<file path="config.mk">
export PLATFORM = sky130hd
export DESIGN_NAME = sth_mul
export DESIGN_NICKNAME = d
export VERILOG_FILES = /design/src/rtl/sth_pkg.sv /design/src/rtl/sth_mul.sv
export SDC_FILE = /design/constraint.sdc
export NUM_CORES = 2
export LEC_CHECK = 0
export ABC_AREA = 1
export ABC_CLOCK_PERIOD_IN_PS = 7250
export BUFFER_PORTS_ARGS = -buffer_cell sky130_fd_sc_hd__buf_2
export CAP_MARGIN = 10
export CORE_MARGIN = 10
export CORE_UTILIZATION = 30
export CTS_BUF_LIST = sky130_fd_sc_hd__clkbuf_16
export DETAILED_ROUTE_END_ITERATION = 10
export GPL_TIMING_DRIVEN = 1
export HOLD_SLACK_MARGIN = 0.15
export PLACE_DENSITY = 0.49
export SYNTH_ARGS = -nofsm -noshare
export SYNTH_HDL_FRONTEND = slang
export SYNTH_SLANG_ARGS = --single-unit
</file>
<file path="constraint.sdc">
create_clock -name clk -period 7.25 [get_ports clk]
set_input_delay 1.8125 -clock clk [delete_from_list [all_inputs] [get_ports clk]]
set_output_delay 1.8125 -clock clk [all_outputs]
set_load 0.005 [all_outputs]
</file>
<file path="src/rtl/sth_pkg.sv">
// Shared constants for the segment/triangle hit pipeline.
// No dependencies; every other file imports this package.
`timescale 1ns / 1ps
package sth_pkg;
  localparam int unsigned COORD_BITS_DEF = 16;
  localparam int unsigned FIELD_W        = 48;
  localparam int unsigned LIMB_W         = 24;
  localparam int unsigned NUM_VEC        = 7;
  localparam int unsigned NUM_CROSS      = 8;

  localparam int unsigned V_E0  = 0;
  localparam int unsigned V_E1  = 1;
  localparam int unsigned V_E2  = 2;
  localparam int unsigned V_DIR = 3;
  localparam int unsigned V_B0  = 4;
  localparam int unsigned V_B1  = 5;
  localparam int unsigned V_TA  = 6;

  localparam int unsigned X_N    = 0;
  localparam int unsigned X_ADEL = 1;
  localparam int unsigned X_F1Q  = 2;
  localparam int unsigned X_G1P  = 3;
  localparam int unsigned X_G1Q  = 4;
  localparam int unsigned X_F2Q  = 5;
  localparam int unsigned X_G2P  = 6;
  localparam int unsigned X_G2Q  = 7;
endpackage

</file>
<file path="src/rtl/sth_mul.sv">
// Two-stage signed multiplier built from limb partial products.
// Depends on sth_pkg for the limb width.
`timescale 1ns / 1ps
module sth_mul import sth_pkg::*; #(
  parameter int unsigned WA = 32,
  parameter int unsigned WB = 32,
  localparam int unsigned WP = WA + WB
) (
  input  logic                 clk,
  input  logic                 en,
  input  logic signed [WA-1:0] a,
  input  logic signed [WB-1:0] b,
  output logic signed [WP-1:0] p
);
  localparam int unsigned NA = (WA + LIMB_W - 1) / LIMB_W;
  localparam int unsigned NB = (WB + LIMB_W - 1) / LIMB_W;
  localparam int unsigned PPW = 2 * LIMB_W + 2;

  logic signed [NA*LIMB_W-1:0] ae;
  logic signed [NB*LIMB_W-1:0] be;
  logic signed [LIMB_W:0]      al [NA];
  logic signed [LIMB_W:0]      bl [NB];
  logic signed [PPW-1:0]       pp_r [NA*NB];
  logic signed [WP-1:0]        acc;
  logic signed [WP-1:0]        p_r;

  always_comb begin
    ae = (NA*LIMB_W)'(a);
    be = (NB*LIMB_W)'(b);
    for (int i = 0; i < NA; i++) begin
      if (i == NA - 1) begin
        al[i] = {ae[i*LIMB_W+LIMB_W-1], ae[i*LIMB_W +: LIMB_W]};
      end else begin
        al[i] = {1'b0, ae[i*LIMB_W +: LIMB_W]};
      end
    end
    for (int j = 0; j < NB; j++) begin
      if (j == NB - 1) begin
        bl[j] = {be[j*LIMB_W+LIMB_W-1], be[j*LIMB_W +: LIMB_W]};
      end else begin
        bl[j] = {1'b0, be[j*LIMB_W +: LIMB_W]};
      end
    end
  end

  always_ff @(posedge clk) begin
    if (en) begin
      for (int i = 0; i < NA; i++) begin
        for (int j = 0; j < NB; j++) begin
          pp_r[i*NB+j] <= PPW'(al[i]) * PPW'(bl[j]);
        end
      end
    end
  end

  always_comb begin
    acc = '0;
    for (int i = 0; i < NA; i++) begin
      for (int j = 0; j < NB; j++) begin
        acc = acc + (WP'(pp_r[i*NB+j]) <<< ((i + j) * LIMB_W));
      end
    end
  end

  always_ff @(posedge clk) begin
    if (en) begin
      p_r <= acc;
    end
  end

  assign p = p_r;
endmodule

</file>
==> reports/metrics.cfg <==
[synth]
yosys.area_share.xor_xnor_pct=1.675
synth_top_family_by_area=adder cells
synthSimpleGateAreaFrac_pct=20.29
synth_top_area_share_pct=35.87
async_flop_share_pct=0
synth_cell_types=36
synth_nets=7509
synth.area.top_cells=fa_1 36%, inv_1 15%, nand2_1 15%
avgSynthCellArea_sq_um=7.578
synthMuxAreaShare_pct=0
synthAdderAreaFrac_pct=46.26
synthFlopType=edfxtp_1
ys_ff_latch=194
synth_compound_area_share_pct=2.409
synth_cells=6209
syn_area_sq_um=47050
yosysTopAreaCell=fa_1
ys_seq_area_share_pct=12.38
synth_enable_flop_cells=194
yosys_warnings=0

[global_route]
first_global_vias=40180
antenna_found_initial=11
grt_max_degree=104
grt_pass1_wl_um=231400
gr-total-overflow=0
track_usage_pct=16.99

[timing]
max_freq_mhz=140.1
fin_crit_sh_pct=98.44
period_minus_slack_ns=7.137
slew_headroom_pct=37.91
finClkSkew_ns=0.01748
slew_viol_final=0
final-hold-violation-count=0
rsz0062_at_grt=yes
tightest_slew_ns=0.9313
finalSetupViolCount=0

[cts]
root_buffer=clkbuf_16
cts_tree=yes
cts_hold_buf=0
clock_latency_ns=0.50
clock-sinks=194
cts_buffers=17
htree_num_levels=4
cts.path.max_buffers=2
cts.reportedPaths.clkPinSlew_ns=0.08

[critical_path]
crit_path_max_incr_delay_ns=0.60
worst_ep_arrival_time_ns=7.45
critPathBufInv=8
cp_cell_sequence=buf_4, buf_12, buf_12, nand2_1, inv_1, fa_1, inv_1, fa_1, inv_1, fa_1, fa_1, fa_2, fa_1, inv_1, fa_1, inv_1, ha_4, nand2_1, nor2_2, nand2_2, nor2_2, nand2_1, nand3_2, xor2_2
required_ns=7.56
crit_fanout=8
criticalPathCategory=primary input to flop
critPathTopFamily=adder cells
worstSetupEndpointType=flop
critPathLaunchType=primary input
path_common_cell=fa_1
crit_slowest_cell=fa_1

[die]
start_util_pct=30.16
top_level_ports=130
num_rows=145
dieHeight_um=416.0
dieArea_sq_um=173100
die_w_um=416.0
coreArea_sq_um=156000

[final_layout]
layout-drive-gt1-share_pct=10.26
syn2layout_area_growth_pct=13.73
layout.nets=7759
postLayoutCoreUtil_pct=34.30
final_common_cell=inv_1
nFillCells=16690
final_cell_mix=1931 x inv_1, 1807 x nand2_1, 835 x fa_1

[drt]
postRouteWirelength_um=144900
vias=37610
drc=0
post_drt_via_cell_ratio=4.409
dr.first_iter.drc_count=2312
wl_per_cell_um=16.98
drtPass1Iterations=6
drtAntennaViolNets=0

[min_path]
hold_class=flop to flop

[place]
io_buffers=129
gp_congestion=0.8878
hpwl_um=126400

[flow_run]
drv_cap=0

[outcome]
status=finished clean

per-stage QoR:
step / setup slack, ns / std cells / hold slack, ns / setup TNS (ns) / instance area, sq um
final: 0.1128 / 8531 / 0.4190 / 0 / 53520
after global routing: -0.05505 / 8531 / 0.4254 / -0.2485 / 53520
after detailed placement: -0.9068 / 8495 / 0.4045 / -20.84 / 52210
after floorplan: 0.001788 / 6209 / 0.4003 / 0 / 47060
after CTS: 0.001670 / 8526 / 0.4222 / 0 / 52890
after global placement: -0.8874 / 8495 / 0.4010 / -20.41 / 52210
layer usage:
| metal | wire (um) | global-route usage, % | vias up | part of all wire (%) |
|---|---|---|---|---|
| met2 | 68210 | 28.95 | 783 | 47 |
| li1 | - | - | 18120 | - |
| met1 | 67650 | 23.33 | 18570 | 47 |
| met4 | 2526 | 3.153 | 12 | 1.7 |
| met3 | 6420 | 1.891 | 120 | 4.4 |
| met5 | 83 | 0 | - | 0.057 |
final timing paths:
| path | from | end | slack (ns) | depth (start not counted) |
|---|---|---|---|---|
| setup / recovery | a[9] | pp_r[0][30] | 0.11 | 24 |
| hold / removal | pp_r[0][4] | p[4] | 0.42 | 0 |
| setup reg to reg | pp_r[0][24] | p[57] | 3.94 | 16 |
| hold reg to reg | pp_r[0][4] | p[4] | 0.42 | 0 |
state kept, by name, indices dropped and copies added (netlist names):
signal	flops
pp_r	130
p	64
synth_stat cells (2+ instances only):
cell type / count
inv_1: 1931
nand2_1: 1825
fa_1: 843
ha_1: 391
nor2_1: 206
edfxtp_1: 194
clkbuf_1: 191
a21oi_1: 129
nand3_1: 122
xor2_1: 67
o21ai_0: 57
nand4_1: 42
or2_2: 42
nand2_2: 37
xnor2_1: 23
nor2_2: 19
nor3_1: 19
nand3_2: 14
o21bai_1: 12
nor2_4: 7
o21a_1: 7
inv_2: 6
a21o_1: 4
nand3b_1: 3
nor3_2: 3
nor4_1: 3
o211ai_1: 2
or2_1: 2
repair_timing:
item                                    4_1_cts  5_1_grt
cloned                                        0        1
setup buffers                                 0        3
pin swaps                                     1       24
endpoints found under the setup margin       26       35
endpoints found under the hold margin         0        0
resized for setup                            22      142
layout make-up:
| type | count | area, sq um | share of cell area, % |
|---|---|---|---|
| inverter | 1937 | 7271 | 13.59 |
| clock buffer | 17 | 425.4 | 0.7949 |
| timing repair buffer | 423 | 3482 | 6.507 |
| antenna | 1 | 2.502 | 0.004676 |
| sequential | 194 | 5826 | 10.89 |
| tap | 2058 | 2575 | 4.812 |
| clock inverter | 15 | 196.4 | 0.3671 |
| multi-input combinational | 3886 | 33740 | 63.04 |
cell families after synthesis:
kind of cell             Yosys count
XOR/XNOR                          90
AND/OR/NAND/NOR                 2349
AO/OA/AOI/OAI                    213
buffers and inverters           2129
flip-flops                       194
adder cells (fa/ha/maj)         1234
Power is not shown: default switching activity piles up to over one toggle a cycle in this logic, so the estimate is an artifact.
